### src/rtl/hri_pkg.sv
package hri_pkg;

    localparam int DIGIT_BITS = 8;

    typedef logic [DIGIT_BITS-1:0] base_t;

    localparam base_t RADIX_RESET = 8'd3;
    localparam base_t RADIX_MIN   = 8'd2;

endpackage

### src/rtl/hri_digit.sv
module hri_digit #(
    parameter int IndexBits = 16
) (
    input  logic                                   aclk,
    input  logic                                   aresetn,
    input  logic                                   adv,
    input  hri_pkg::base_t                         base,
    input  logic                                   vld_in,
    input  logic [IndexBits-1:0]                   idx_in,
    input  logic [IndexBits+hri_pkg::DIGIT_BITS-1:0] rev_in,
    input  logic [IndexBits+hri_pkg::DIGIT_BITS-1:0] scale_in,
    output logic                                   vld_out,
    output logic [IndexBits-1:0]                   idx_out,
    output logic [IndexBits+hri_pkg::DIGIT_BITS-1:0] rev_out,
    output logic [IndexBits+hri_pkg::DIGIT_BITS-1:0] scale_out
);
    import hri_pkg::*;

    localparam int SW  = IndexBits + DIGIT_BITS;
    localparam int NCH = (IndexBits + DIGIT_BITS - 1) / DIGIT_BITS;

    // long division by the base, up to DIGIT_BITS quotient bits per stage
    logic                 vld_reg   [NCH];
    logic                 act_reg   [NCH];
    logic [IndexBits-1:0] w_reg     [NCH];
    base_t                r_reg     [NCH];
    logic [SW-1:0]        rev_reg   [NCH];
    logic [SW-1:0]        scale_reg [NCH];

    for (genvar c = 0; c < NCH; c++) begin : g_chunk
        localparam int NSTEP = ((c + 1) * DIGIT_BITS > IndexBits) ?
                               (IndexBits - c * DIGIT_BITS) : DIGIT_BITS;
        logic                 vld_i;
        logic                 act_i;
        logic [IndexBits-1:0] w_i;
        logic [IndexBits-1:0] w_next;
        base_t                r_i;
        base_t                r_next;
        logic [SW-1:0]        rev_i;
        logic [SW-1:0]        scale_i;

        if (c == 0) begin : g_first
            assign vld_i   = vld_in;
            assign act_i   = (idx_in != '0);
            assign w_i     = idx_in;
            assign r_i     = '0;
            assign rev_i   = rev_in;
            assign scale_i = scale_in;
        end else begin : g_rest
            assign vld_i   = vld_reg[c-1];
            assign act_i   = act_reg[c-1];
            assign w_i     = w_reg[c-1];
            assign r_i     = r_reg[c-1];
            assign rev_i   = rev_reg[c-1];
            assign scale_i = scale_reg[c-1];
        end

        always_comb begin
            logic [DIGIT_BITS:0] part;
            w_next = w_i;
            r_next = r_i;
            for (int k = 0; k < NSTEP; k++) begin
                part = {r_next, w_next[IndexBits-1]};
                if (part >= {1'b0, base}) begin
                    part   = part - {1'b0, base};
                    w_next = {w_next[IndexBits-2:0], 1'b1};
                end else begin
                    w_next = {w_next[IndexBits-2:0], 1'b0};
                end
                r_next = part[DIGIT_BITS-1:0];
            end
        end

        always_ff @(posedge aclk) begin
            if (!aresetn) begin
                vld_reg[c] <= 1'b0;
            end else if (adv) begin
                vld_reg[c] <= vld_i;
            end
        end

        always_ff @(posedge aclk) begin
            if (adv) begin
                act_reg[c]   <= act_i;
                w_reg[c]     <= w_next;
                r_reg[c]     <= r_next;
                rev_reg[c]   <= rev_i;
                scale_reg[c] <= scale_i;
            end
        end
    end

    // append the digit to the mirrored value and grow the scale while the index is nonzero
    logic [SW+DIGIT_BITS-1:0] rev_prod;
    logic [SW+DIGIT_BITS-1:0] scale_prod;
    logic                     vld_o_reg;
    logic [IndexBits-1:0]     idx_o_reg;
    logic [SW-1:0]            rev_o_reg;
    logic [SW-1:0]            scale_o_reg;

    assign rev_prod = {{DIGIT_BITS{1'b0}}, rev_reg[NCH-1]} * {{SW{1'b0}}, base}
                    + {{SW{1'b0}}, r_reg[NCH-1]};
    assign scale_prod = {{DIGIT_BITS{1'b0}}, scale_reg[NCH-1]} * {{SW{1'b0}}, base};

    always_ff @(posedge aclk) begin
        if (!aresetn) begin
            vld_o_reg <= 1'b0;
        end else if (adv) begin
            vld_o_reg <= vld_reg[NCH-1];
        end
    end

    always_ff @(posedge aclk) begin
        if (adv) begin
            idx_o_reg <= w_reg[NCH-1];
            if (act_reg[NCH-1]) begin
                rev_o_reg   <= rev_prod[SW-1:0];
                scale_o_reg <= scale_prod[SW-1:0];
            end else begin
                rev_o_reg   <= rev_reg[NCH-1];
                scale_o_reg <= scale_reg[NCH-1];
            end
        end
    end

    assign vld_out   = vld_o_reg;
    assign idx_out   = idx_o_reg;
    assign rev_out   = rev_o_reg;
    assign scale_out = scale_o_reg;

endmodule

### config.mk
export PLATFORM = sky130hd
export DESIGN_NAME = hri_digit
export DESIGN_NICKNAME = d
export VERILOG_FILES = /design/src/rtl/hri_pkg.sv /design/src/rtl/hri_digit.sv
export SDC_FILE = /design/constraint.sdc
export NUM_CORES = 1
export LEC_CHECK = 0
export BUFFER_PORTS_ARGS = -buffer_cell sky130_fd_sc_hd__buf_2
export CORE_UTILIZATION = 30
export DETAILED_ROUTE_END_ITERATION = 8
export PLACE_DENSITY = 0.51
export SYNTH_ARGS = -nofsm -noshare
export SYNTH_HDL_FRONTEND = slang
export SYNTH_SLANG_ARGS = --single-unit
export TNS_END_PERCENT = 5
### constraint.sdc
create_clock -name aclk -period 24.8 [get_ports aclk]
set_input_delay 1.24 -clock aclk [delete_from_list [all_inputs] [get_ports aclk]]
set_output_delay 1.24 -clock aclk [all_outputs]
set_load 0.02 [all_outputs]
* Word-level counts from Yosys, hierarchy flattened
Memory sizes are Yosys's and may differ from the RTL's. A register that Yosys moved wholly into a read port is not among the register bits.
Cells that the tools add are included.
** Word-level totals
- Register bits after elaboration :: 48
- Bits in writable memories :: 148
- Input bits :: 76
- Output and inout bits :: 65
- Word-level logic and storage cells :: 88
- Memories :: 6
** Memories
- rev_reg :: words 2, width 24, rd ports 2, clocked after Yosys merged registers in 0, wr ports 2, RTL line hri_digit.sv:27 : logic [SW-1:0] rev_reg [NCH];
- scale_reg :: words 2, width 24, rd ports 2, clocked after Yosys merged registers in 0, wr ports 2, RTL line hri_digit.sv:28 : logic [SW-1:0] scale_reg [NCH];
- w_reg :: words 2, width 16, rd ports 2, clocked after Yosys merged registers in 1, wr ports 2, RTL line hri_digit.sv:25 : logic [IndexBits-1:0] w_reg [NCH];
- r_reg :: words 2, width 8, rd ports 2, clocked after Yosys merged registers in 0, wr ports 2, RTL line hri_digit.sv:26 : base_t r_reg [NCH];
- act_reg :: words 2, width 1, rd ports 2, clocked after Yosys merged registers in 0, wr ports 2, RTL line hri_digit.sv:24 : logic act_reg [NCH];
- vld_reg :: words 2, width 1, rd ports 2, clocked after Yosys merged registers in 1, wr ports 2, RTL line hri_digit.sv:23 : logic vld_reg [NCH];
** Cells by class
- Add/sub/neg operators :: 17
- Multiply operators :: 2
- Order comparisons :: 16
- Mux-type cells :: 41
- Bitwise operators :: 2
- Reductions and logical operators :: 2
** Operators by type and width (count)
- $ge A9 B8 Y1 :: 15
- $mux W8 :: 16
- $sub A8 B8 Y8 :: 15
- $mul A24 B8 Y24 :: 2
- $mux W24 :: 2
- $add A24 B8 Y24 :: 1
- $mux W1 :: 23
- $reduce_bool A16 Y1 :: 1
- $ge A1 B8 Y1 :: 1
- $sub A1 B8 Y8 :: 1
- $or A1 B1 Y1 :: 2
- $logic_not A1 Y1 :: 1

* Longest topological paths before layout
An unclocked memory read counts as a cell.
- Depth after elaboration :: 17
- Gate-level depth with buffers :: 97
- Gate-level depth less buffers :: 91

* Worst setup path after synthesis
No wires, ideal clock.
- Kind :: input to register
- Start point :: in base[1]
- End point :: mem r_reg[0][10] (netlist bit), data pin
- Library setup time :: 258 ps
- Arrival time :: 18499 ps
- Data required time :: 24542 ps
- Setup slack :: 6043 ps
- Stages on the path :: 91
- Path buffers :: 8
- Cells stage by stage :: clkbuf_1 > clkbuf_1 > inv_1 > ha_1 > nor2b_1 > o22ai_1 > a31o_1 > and2_4 > buf_6 > inv_4 > mux2_2 > ha_1 > and4_1 > a31oi_1 > o211a_1 > and3_1 > o211a_1 > buf_2 > [... 55 more ...] > a21oi_1 > o211ai_1 > mux2i_1 > buf_2 > buf_4 > mux2i_1 > ha_1 > a21o_1 > a21o_1 > a21o_1 > a21o_1 > a21oi_1 > o21ai_0 > a21oi_1 > nand2b_1 > buf_1 > nand2b_1 > o221a_1
** RTL lines
- from (decl) :: RTL line hri_digit.sv:7 : input hri_pkg::base_t base,
- to (decl) :: RTL line hri_digit.sv:26

==> results.ini <==
[cells_and_area]
mostFrequentLayoutCell=inv_1
drive_gt1_share_pct=12.8
antenna_cells=0
final_core_util_pct=34.2
area_delta_synth_final_pct=12.0
nFillCells=7779
nets=2985
final_cell_mix=inv_1, fa_1, nand2_1

[cts]
cts-htree-levels=1
post-cts-setup-buffers=0
hold_buffers=0
cts_resized=0
cts_root_buffer=clkbuf_16
cts.sinks=213
clkTransAtPathRegs_ps=60
cts_tree=yes
clk-insertion-delay-late_ps=600
cts_max_path_buffers=3
cts_buffers=29

[setup_path]
slowest_delay_ps=580
cp.depth=90
end_kind=flop
cpMostUsedCell=o21ai_0
reg2regPathDepth=87
critPathTopFamily=compound AO/OA/AOI/OAI gates
cp-start-kind=input port
cp-endpoint=r_reg[0][10]
cp-startpoint=base[1]
critPathMaxFanout=29
cp_num_buf_inv=14
critPathKind=in -> reg
required_ps=25150
worstReg2RegEnd=r_reg[0][10]
r2r_slack_ps=5050
cpMaxStageDelayCell=a21oi_1
r2r-start=w_reg[0][15]
cp.arrival_ps=21360

[yosys]
synthFlopType=edfxtp_1
ys_seq_area_share_pct=27.3
syn_nets=2862
synth_cells=2346
async_reset_ff_share_pct=0
syn_avg_cell_area_um2=9.96
yosysWarnings=0
synth_area_leaders=edfxtp_1, fa_1, ha_1
syn_area_um2=23400
synth-edff-count=211
synth_seq_cells=213
synth_cell_type_count=93
synth_top_cell_by_area=edfxtp_1
synth_top_area_share_pct=27.1

[sta]
tns_ps=0
clock_skew_ps=27.3
final-setup-viol-count=0
min_period_ps=21020
hold_viol=0
min_period_over_period_pct=84.7
maxSlewHeadroom_pct=32.9
fmaxAchievable_mhz=47.6
tightest_slew_ps=1000
drv_slew=0
rsz0062_at_grt=false

[routing]
postRouteAntennaNets=0
drt_iter0_markers=827
dr.pass1.iters=5
wl_um=61800
drc=0
vias=17000
wl_per_cell_um=17.5
viasPerCell=4.82

[die]
die_w_um=281
num_rows=101
die_area_um2=79000
start_util_pct=30.5
fp.coreArea_um2=76500
io_pins=141
fp.dieH_um=281

[placement]
hpwl_um=47200
io_buffers=140
gp_congestion=0.878

[flow_run]
cap_violations=0

[global_route]
grt_antenna_before_repair=2
track_usage_pct=15.8
grt_max_degree=86
grt_pass1_vias=18100
grt_pass1_wl_um=98300
gr-total-overflow=0

[run_status]
status=finished clean

[hold_path]
min_from=w_reg[1][2]
min_path_type=reg -> reg

## synthesized netlist by cell type (19+ instances only)
cell type	count
a21oi_1	67
clkbuf_1	38
nand2b_1	19
o21a_1	24
nand2_1	235
xor2_1	35
fa_1	238
buf_1	19
mux2i_1	21
xnor2_1	87
and2_1	161
a21o_1	42
nand4_1	24
mux2_2	62
inv_1	352
nor3_1	19
ha_1	202
o21ai_0	104
nor2b_1	33
edfxtp_1	211
nor2_1	121
## through the flow
| step | hold WS [ps] | setup slack, ps | instances | cell area (um^2) |
|---|---|---|---|---|
| 2_1_floorplan | 400 | 6040 | 2346 | 23400 |
| 3_3_place_gp | 402 | 3800 | 3468 | 25200 |
| 3_5_place_dp | 405 | 3340 | 3468 | 25200 |
| 4_1_cts | 395 | 3940 | 3522 | 26200 |
| 5_1_grt | 397 | 2130 | 3522 | 26200 |
| 6_report | 398 | 3780 | 3522 | 26200 |
## final cells by class
| class | count | area, um^2 | share of cell area [%] |
|---|---|---|---|
| Inverter | 361 | 1360 | 5.21 |
| Clock inverter | 18 | 181 | 0.693 |
| Tap cell | 1030 | 1290 | 4.93 |
| Timing Repair Buffer | 161 | 868 | 3.32 |
| Clock buffer | 36 | 752 | 2.87 |
| Multi-Input combinational cell | 1703 | 15300 | 58.6 |
| Sequential cell | 213 | 6380 | 24.4 |
## cell families after synthesis
| kind of cell | share of synthesized area, % |
|---|---|
| xor gates and xnor gates | 4.57 |
| and+or+nand+nor | 14.8 |
| DFF | 27.3 |
| adders and majority gates | 31.2 |
| muxes | 4.53 |
| AOI/OAI and AO/OA | 10.5 |
| buffers and inverters | 7.06 |
## how the worst min path moves through the flow
stage,slack [ps],depth (start not counted),end
global route,400,0,rev_reg[0][27]
finish,400,0,idx_out[2]
detailed placement,400,0,rev_reg[0][25]
CTS,390,0,idx_out[2]
floorplan,400,0,act_reg[0][1]
global placement,400,0,scale_reg[0][47]
## metal layers
layer	vias up	share of wire [%]	track usage [%]
met5	-	0	0
met3	71	4.3	1.91
met1	8466	46	21.4
met2	355	47	26.5
li1	8080	-	-
met4	0	2.6	4.16
## worst register-to-register path, delay by kind of cell (launching register included)
family          cells  cell delay (ps)
compound gates     51            11690
xor+xnor            1              120
fa+ha+maj           9             2570
buf+inv            10             1180
flops               1              400
mux                 4             1290
simple gates       12             2250
Power is left out: the tool's default activity adds up to more than one toggle a clock period on the data nets, which glitch-free logic cannot reach.
