**src/rtl/hri_pkg.sv**
```systemverilog
package hri_pkg;

    localparam int DIGIT_BITS = 8;

    typedef logic [DIGIT_BITS-1:0] base_t;

    localparam base_t RADIX_RESET = 8'd3;
    localparam base_t RADIX_MIN   = 8'd2;

endpackage

```
**src/rtl/hri_frac_div.sv**
```systemverilog
module hri_frac_div #(
    parameter int IndexBits    = 16,
    parameter int FractionBits = 24
) (
    input  logic                                     aclk,
    input  logic                                     aresetn,
    input  logic                                     adv,
    input  logic                                     vld_in,
    input  logic [IndexBits+hri_pkg::DIGIT_BITS-1:0] rem_in,
    input  logic [IndexBits+hri_pkg::DIGIT_BITS-1:0] scale_in,
    output logic                                     vld_out,
    output logic [FractionBits-1:0]                  quot_out
);
    import hri_pkg::*;

    localparam int SW = IndexBits + DIGIT_BITS;

    // restoring division, one quotient bit per stage
    logic                    vld_reg   [FractionBits];
    logic [SW-1:0]           rem_reg   [FractionBits];
    logic [SW-1:0]           scale_reg [FractionBits];
    logic [FractionBits-1:0] quot_reg  [FractionBits];

    for (genvar f = 0; f < FractionBits; f++) begin : g_bit
        logic                    vld_i;
        logic [SW-1:0]           rem_i;
        logic [SW-1:0]           scale_i;
        logic [FractionBits-1:0] quot_i;
        logic [SW:0]             rem_sh;
        logic [SW-1:0]           rem_next;
        logic [FractionBits-1:0] quot_next;

        if (f == 0) begin : g_first
            assign vld_i   = vld_in;
            assign rem_i   = rem_in;
            assign scale_i = scale_in;
            assign quot_i  = '0;
        end else begin : g_rest
            assign vld_i   = vld_reg[f-1];
            assign rem_i   = rem_reg[f-1];
            assign scale_i = scale_reg[f-1];
            assign quot_i  = quot_reg[f-1];
        end

        assign rem_sh = {rem_i, 1'b0};

        always_comb begin
            if (rem_sh >= {1'b0, scale_i}) begin
                rem_next  = SW'(rem_sh - {1'b0, scale_i});
                quot_next = {quot_i[FractionBits-2:0], 1'b1};
            end else begin
                rem_next  = rem_sh[SW-1:0];
                quot_next = {quot_i[FractionBits-2:0], 1'b0};
            end
        end

        always_ff @(posedge aclk) begin
            if (!aresetn) begin
                vld_reg[f] <= 1'b0;
            end else if (adv) begin
                vld_reg[f] <= vld_i;
            end
        end

        always_ff @(posedge aclk) begin
            if (adv) begin
                rem_reg[f]   <= rem_next;
                scale_reg[f] <= scale_i;
                quot_reg[f]  <= quot_next;
            end
        end
    end

    assign vld_out  = vld_reg[FractionBits-1];
    assign quot_out = quot_reg[FractionBits-1];

endmodule

```
**config.mk**
```make
export PLATFORM = sky130hd
export DESIGN_NAME = hri_frac_div
export DESIGN_NICKNAME = d
export VERILOG_FILES = /design/src/rtl/hri_pkg.sv /design/src/rtl/hri_frac_div.sv
export SDC_FILE = /design/constraint.sdc
export NUM_CORES = 2
export LEC_CHECK = 0
export BUFFER_PORTS_ARGS = -buffer_cell sky130_fd_sc_hd__buf_2
export CORE_ASPECT_RATIO = 1.4
export CORE_MARGIN = 2
export CORE_UTILIZATION = 58
export CTS_CLUSTER_DIAMETER = 30
export DETAILED_ROUTE_END_ITERATION = 7
export PLACE_DENSITY = 0.75
export SYNTH_ARGS = -nofsm -noshare
export SYNTH_HDL_FRONTEND = slang
export SYNTH_SLANG_ARGS = --single-unit
```
**constraint.sdc**
```tcl
create_clock -name aclk -period 3.4 [get_ports aclk]
set_input_delay 0 -clock aclk [delete_from_list [all_inputs] [get_ports aclk]]
set_output_delay 0 -clock aclk [all_outputs]
set_load 0.03 [all_outputs]
```
* Word-level counts from Yosys, hierarchy flattened
Memories as Yosys holds them, arrays and structs flattened.
Cells that the tools add are included.
** Storage, ports and cells
- Memories kept :: 4
- ROM bits :: 0
- Bits of input ports :: 52
- Bits in registers :: 0
- Logic and storage cells :: 153
- Output and inout port bits :: 25
- Bits in latches :: 0
- RAM bits :: 1752
** Memory list
- quot_reg :: words 24, bits a word 24, read ports 24, clocked after Yosys merged registers in 0, write ports 24, RTL line hri_frac_div.sv:22 : logic [FractionBits-1:0] quot_reg [FractionBits];
- rem_reg :: words 24, bits a word 24, read ports 23, clocked after Yosys merged registers in 0, write ports 24, RTL line hri_frac_div.sv:20 : logic [SW-1:0] rem_reg [FractionBits];
- scale_reg :: words 24, bits a word 24, read ports 23, clocked after Yosys merged registers in 0, write ports 24, RTL line hri_frac_div.sv:21 : logic [SW-1:0] scale_reg [FractionBits];
- vld_reg :: words 24, bits a word 1, read ports 24, clocked after Yosys merged registers in 0, write ports 24, RTL line hri_frac_div.sv:19 : logic vld_reg [FractionBits];
** Cells by class
- Multiplexer cells :: 77
- Equal/unequal tests :: 0
- $lt $le $gt $ge :: 24
- Multipliers :: 0
- Shift-type cells :: 0
- Reduce and logical (&&, ||, !) cells :: 0
- Bitwise operators :: 24
- Divide/modulo/power cells :: 0
- Add/subtract/negate cells :: 24
** Operators with widths (count)
- 25-bit by 24-bit greater-or-equal comparator with 1-bit output :: 24
- 24-bit two-way mux :: 24
- 24-bit subtractor :: 24
- 1-bit two-way mux :: 53
- 1-bit bitwise OR :: 24

* Logic depth before layout (Yosys ltp)
- Depth after elaboration :: 4
- Gate-level depth with buffers :: 15
- Depth with buffers taken out :: 12

* Worst setup path after synthesis
Ideal clock, no wire load.
- Path kind :: reg-to-reg
- Start :: memory rem_reg[0][61] (netlist bit)
- End :: memory rem_reg[0][78] (netlist bit), data pin
- Arrival time :: 3226 ps
- Setup slack :: -87 ps
- Buffers on the path :: 3
- Cell stages (with the launch flop) :: 14
- Cell sequence :: edfxtp_1 ha_1 buf_6 and3_4 a31oi_4 nand2_2 or3_4 a211oi_4 nor2_2 or4_1 a311o_1 buf_6 buf_12 mux2_4
** RTL lines (RTL line)
- from (decl) :: hri_frac_div.sv:20

==> flow_results.xml <==
<?xml version="1.0" encoding="UTF-8"?>
<metrics>
  <group name="grt">
    <metric name="gr-total-overflow" unit="">0</metric>
    <metric name="initial_antenna_violation_count" unit="">2</metric>
    <metric name="via_count_of_the_first_global_routing_pass" unit="">57500</metric>
    <metric name="wire_length_of_the_first_global_routing_pass" unit="um">299000</metric>
    <metric name="grt_start_max_net_pins" unit="">179</metric>
    <metric name="globalRouteTotalUtil" unit="%">28.0</metric>
  </group>
  <group name="route">
    <metric name="final_antenna_net_count" unit="">0</metric>
    <metric name="route.detailed.drc" unit="">0</metric>
    <metric name="drt-total-wl" unit="um">199000</metric>
    <metric name="routed-via-count" unit="">56200</metric>
    <metric name="detail_route.wl_per_cell" unit="um">20.6</metric>
    <metric name="detailedRoute.firstPassIterationCount" unit="">8</metric>
    <metric name="detailedRoute.firstIterationViolations" unit="">4117</metric>
    <metric name="via_per_inst" unit="">5.82</metric>
  </group>
  <group name="clock_network">
    <metric name="cts_tree" unit="">yes</metric>
    <metric name="clk_root_buffer_cell" unit="">sky130_fd_sc_hd__clkbuf_16</metric>
    <metric name="cts.htree.levels" unit="">4</metric>
    <metric name="cts.sink_count" unit="">1428</metric>
    <metric name="cts_buffer_depth" unit="">3</metric>
    <metric name="tritoncts.num_buffers" unit="">233</metric>
    <metric name="clock_latency" unit="ns">0.86</metric>
    <metric name="cts_clk_pin_slew_worst_paths" unit="ns">0.06</metric>
  </group>
  <group name="synthesis">
    <metric name="synth_flop_type" unit="">sky130_fd_sc_hd__edfxtp_1</metric>
    <metric name="syn-mean-instance-area" unit="um2">11.5</metric>
    <metric name="synth_top_cell_by_area" unit="">sky130_fd_sc_hd__edfxtp_1</metric>
    <metric name="post_synth_most_frequent_cells" unit="">sky130_fd_sc_hd__edfxtp_1 (1427), sky130_fd_sc_hd__inv_1 (746), sky130_fd_sc_hd__ha_1 (575)</metric>
    <metric name="ys_ff_latch" unit="">1428</metric>
    <metric name="synthCells" unit="">6784</metric>
    <metric name="synth_seq_area_share" unit="%">55.0</metric>
    <metric name="ffs_w_async_s_r_synth" unit="%">0</metric>
    <metric name="yosys_warnings" unit="">0</metric>
    <metric name="synth.top_cell.area_share" unit="%">54.9</metric>
    <metric name="netlist_area" unit="um2">78000</metric>
    <metric name="synth_top_cells_by_area" unit="">sky130_fd_sc_hd__edfxtp_1 (55%), sky130_fd_sc_hd__ha_1 (9.2%), sky130_fd_sc_hd__inv_1 (3.6%), sky130_fd_sc_hd__a21oi_1 (3.3%), sky130_fd_sc_hd__xnor2_1 (3.1%)</metric>
    <metric name="number_of_flops_mapped_to_enable_cells_by_yosys" unit="">1427</metric>
    <metric name="postSynthNetCount" unit="">7434</metric>
    <metric name="post-synth-top-count-cell" unit="">sky130_fd_sc_hd__edfxtp_1</metric>
    <metric name="post_synth_num_cell_types" unit="">93</metric>
  </group>
  <group name="status">
    <metric name="outcome" unit="">complete, but fails checks</metric>
    <metric name="failed_checks" unit="">negative setup slack</metric>
  </group>
  <group name="power">
    <metric name="power_frac_seq" unit="%">29.4</metric>
    <metric name="internal_power" unit="mW">63.0</metric>
    <metric name="pwr-share-clk" unit="%">24.4</metric>
    <metric name="pwr_density_cell" unit="nW/um2">1030</metric>
    <metric name="peakVddDrop" unit="mV">0.741</metric>
    <metric name="p_sw_share" unit="%">36.6</metric>
    <metric name="total_leakage_power" unit="nW">40.3</metric>
    <metric name="power.switching" unit="mW">36.4</metric>
    <metric name="combPwrFrac" unit="%">46.2</metric>
  </group>
  <group name="worst_setup_path">
    <metric name="worst-setup-path-type" unit="">reg2reg</metric>
    <metric name="critical_path_arrival" unit="ns">4.21</metric>
    <metric name="worst-path-max-fanout" unit="">13</metric>
    <metric name="cpMostUsedCell" unit="">sky130_fd_sc_hd__a221o_1</metric>
    <metric name="critical_path.slowest_cell" unit="">sky130_fd_sc_hd__edfxtp_1</metric>
    <metric name="worst_setup_path_end_kind" unit="">flip-flop</metric>
    <metric name="critical-path-max-stage-delay" unit="ns">0.43</metric>
    <metric name="worst_ep_required_time" unit="ns">3.98</metric>
    <metric name="critical_path_start_type" unit="">flip-flop</metric>
    <metric name="crit_path_cell_trace" unit="">inv_2 -&gt; ha_4 -&gt; a21o_1 -&gt; a221o_1 -&gt; a21oi_2 -&gt; o211ai_1 -&gt; a221o_1 -&gt; a31oi_4 -&gt; o41ai_4 -&gt; a41oi_4 -&gt; buf_6 -&gt; buf_12 -&gt; mux2_2</metric>
  </group>
  <group name="layout">
    <metric name="area_of_the_multi_input_gates" unit="um2">33100</metric>
    <metric name="regArea" unit="um2">42900</metric>
    <metric name="post_route_cells_drive_above_1_share" unit="%">19.2</metric>
    <metric name="fillCellCount" unit="">8891</metric>
    <metric name="fin_nets" unit="">8316</metric>
    <metric name="fin_area" unit="um2">96100</metric>
    <metric name="area_growth_syn_to_layout" unit="%">23.2</metric>
  </group>
  <group name="sta">
    <metric name="finalCriticalPeriod" unit="ns">3.63</metric>
    <metric name="layout_worst_path_cycle_share" unit="%">107</metric>
    <metric name="setup-violations-final" unit="">88</metric>
    <metric name="rsz0062_at_grt" unit="">yes</metric>
    <metric name="worst_slew_margin_rel" unit="%">28.2</metric>
    <metric name="finalSetupTns" unit="ns">-12.33</metric>
    <metric name="timing_worst_slew_pin_value" unit="ns">1.08</metric>
    <metric name="final-hold-violation-count" unit="">0</metric>
    <metric name="report.final.slew_viol_count" unit="">0</metric>
    <metric name="max_clock_freq" unit="MHz">275</metric>
    <metric name="worst_clock_skew" unit="ns">0.0536</metric>
    <metric name="setup_ws" unit="ns">-0.233</metric>
  </group>
  <group name="floorplan">
    <metric name="die_height" unit="um">438</metric>
    <metric name="start_util" unit="%">58.3</metric>
    <metric name="floorplan.io_pins" unit="">77</metric>
    <metric name="core.rowCount" unit="">159</metric>
    <metric name="design.core.area" unit="um2">134000</metric>
    <metric name="chipWidth" unit="um">314</metric>
    <metric name="die_area" unit="um2">138000</metric>
  </group>
  <group name="place">
    <metric name="placedInstanceArea" unit="um2">84500</metric>
    <metric name="gpl.final_weighted_congestion" unit="">0.939</metric>
    <metric name="dp.final_hpwl" unit="um">139000</metric>
    <metric name="io_buffers" unit="">76</metric>
  </group>
  <group name="worst_hold_path">
    <metric name="worstHoldPathType" unit="">in2reg</metric>
  </group>
  <group name="run">
    <metric name="drv.max_cap_violation_count" unit="">0</metric>
  </group>
</metrics>
-- layout make-up --
cell class | count | area share, %
Antenna cell | 1 | 0.00260
Clock buffer | 256 | 6.18
Clock inverter | 186 | 2.37
Inverter | 747 | 2.92
Multi-Input combinational cell | 4461 | 34.4
Sequential cell | 1428 | 44.6
Tap cell | 1771 | 2.31
Timing Repair Buffer | 795 | 7.21
-- per-layer routing --
| metal | vias to the layer above | part of all wire [%] | track usage [%] |
|---|---|---|---|
| li1 | 26600 | - | - |
| met1 | 27100 | 32 | 25.2 |
| met2 | 1728 | 55 | 54.4 |
| met3 | 776 | 4.0 | 4.51 |
| met4 | 0 | 8.9 | 21.8 |
| met5 | - | 0 | 0 |
-- cells by family (layout without fill, tap and decap cells) --
| kind of cell | after synthesis | count (layout) | synth area share (%) |
|---|---|---|---|
| other cells | 0 | 1 | 0 |
| simple gates | 1503 | 1503 | 9.06 |
| fa+ha+maj | 598 | 598 | 9.81 |
| compound gates | 1704 | 1704 | 13.7 |
| mux | 215 | 215 | 3.16 |
| xor+xnor | 441 | 441 | 4.95 |
| flops | 1428 | 1428 | 55.0 |
| buf+inv | 895 | 1984 | 4.42 |
-- timing repair --
item	4_1_cts	5_1_grt
endpoints found under the setup margin	309	433
gates cloned	5	11
pin swaps	31	77
buffers inserted	20	53
resized for setup	80	242
hold buffers	110	0
hold endpoints to repair	421	0
-- stage by stage --
stage          power [mW]  instances  setup WS, ns  hold slack [ns]  utilization, %
2_1_floorplan        56.1       6784       -0.0174           0.0989               -
3_3_place_gp         69.4       9005        -0.354            0.195            63.1
3_5_place_dp         70.5       9005        -0.364            0.196            63.1
4_1_cts              96.4       9581        -0.175          0.00103            70.6
5_1_grt               105       9645        -0.316           0.0656            71.8
6_report             99.3       9645        -0.233           0.0974            71.8
-- critical path: cells and delay by family (launching register included) --
kind	cells	cell delay (ns)
AOI/OAI and AO/OA	8	1.97
DFF	1	0.43
buffers and inverters	3	0.39
muxes	1	0.35
adders and majority gates	1	0.21
-- path summary, 6_finish.rpt --
path / slack [ns] / from / cells past startpoint / end
min: 0.1 / rem_in[1] / 4 / rem_reg[0][2]$_DFFE_PP_
max reg2reg: -0.23 / scale_reg[0][75]$_DFFE_PP_ / 13 / rem_reg[0][98]$_DFFE_PP_
max: -0.23 / scale_reg[0][75]$_DFFE_PP_ / 13 / rem_reg[0][98]$_DFFE_PP_
min reg2reg: 0.41 / quot_reg[0][121]$_DFFE_PP_ / 0 / quot_reg[0][146]$_DFFE_PP_
-- power by group through the flow --
| stage | Sequential, mW | Combinational (mW) | Clock, mW |
|---|---|---|---|
| floorplan | 27.8 | 28.3 | 0 |
| global placement | 29.2 | 40.2 | 0 |
| detailed placement | 29.3 | 41.2 | 0 |
| CTS | 29.1 | 42.8 | 24.5 |
| global route | 29.5 | 49.9 | 25.3 |
| finish | 29.2 | 45.9 | 24.2 |
-- cell usage in the layout, fill, tap and decap left out, drive strengths merged, types with 48 or more instances in the layout --
cell | netlist | layout
a211oi | 48 | 48
a21o | 223 | 223
a21oi | 513 | 513
a31oi | 52 | 52
and3 | 68 | 68
buf | 30 | 673
clkbuf | 117 | 267
clkinv | 0 | 81
dlygate4sd3 | 0 | 110
edfxtp | 1427 | 1427
ha | 575 | 575
inv | 747 | 800
mux2 | 199 | 199
nand2 | 481 | 481
nand2b | 89 | 89
nand3 | 105 | 105
nand4 | 74 | 74
nor2 | 392 | 392
nor2b | 83 | 83
nor3 | 85 | 85
o21a | 76 | 76
o21ai | 459 | 459
o31ai | 49 | 49
xnor2 | 272 | 272
xor2 | 169 | 169
(Power assumes the default switching activity.)
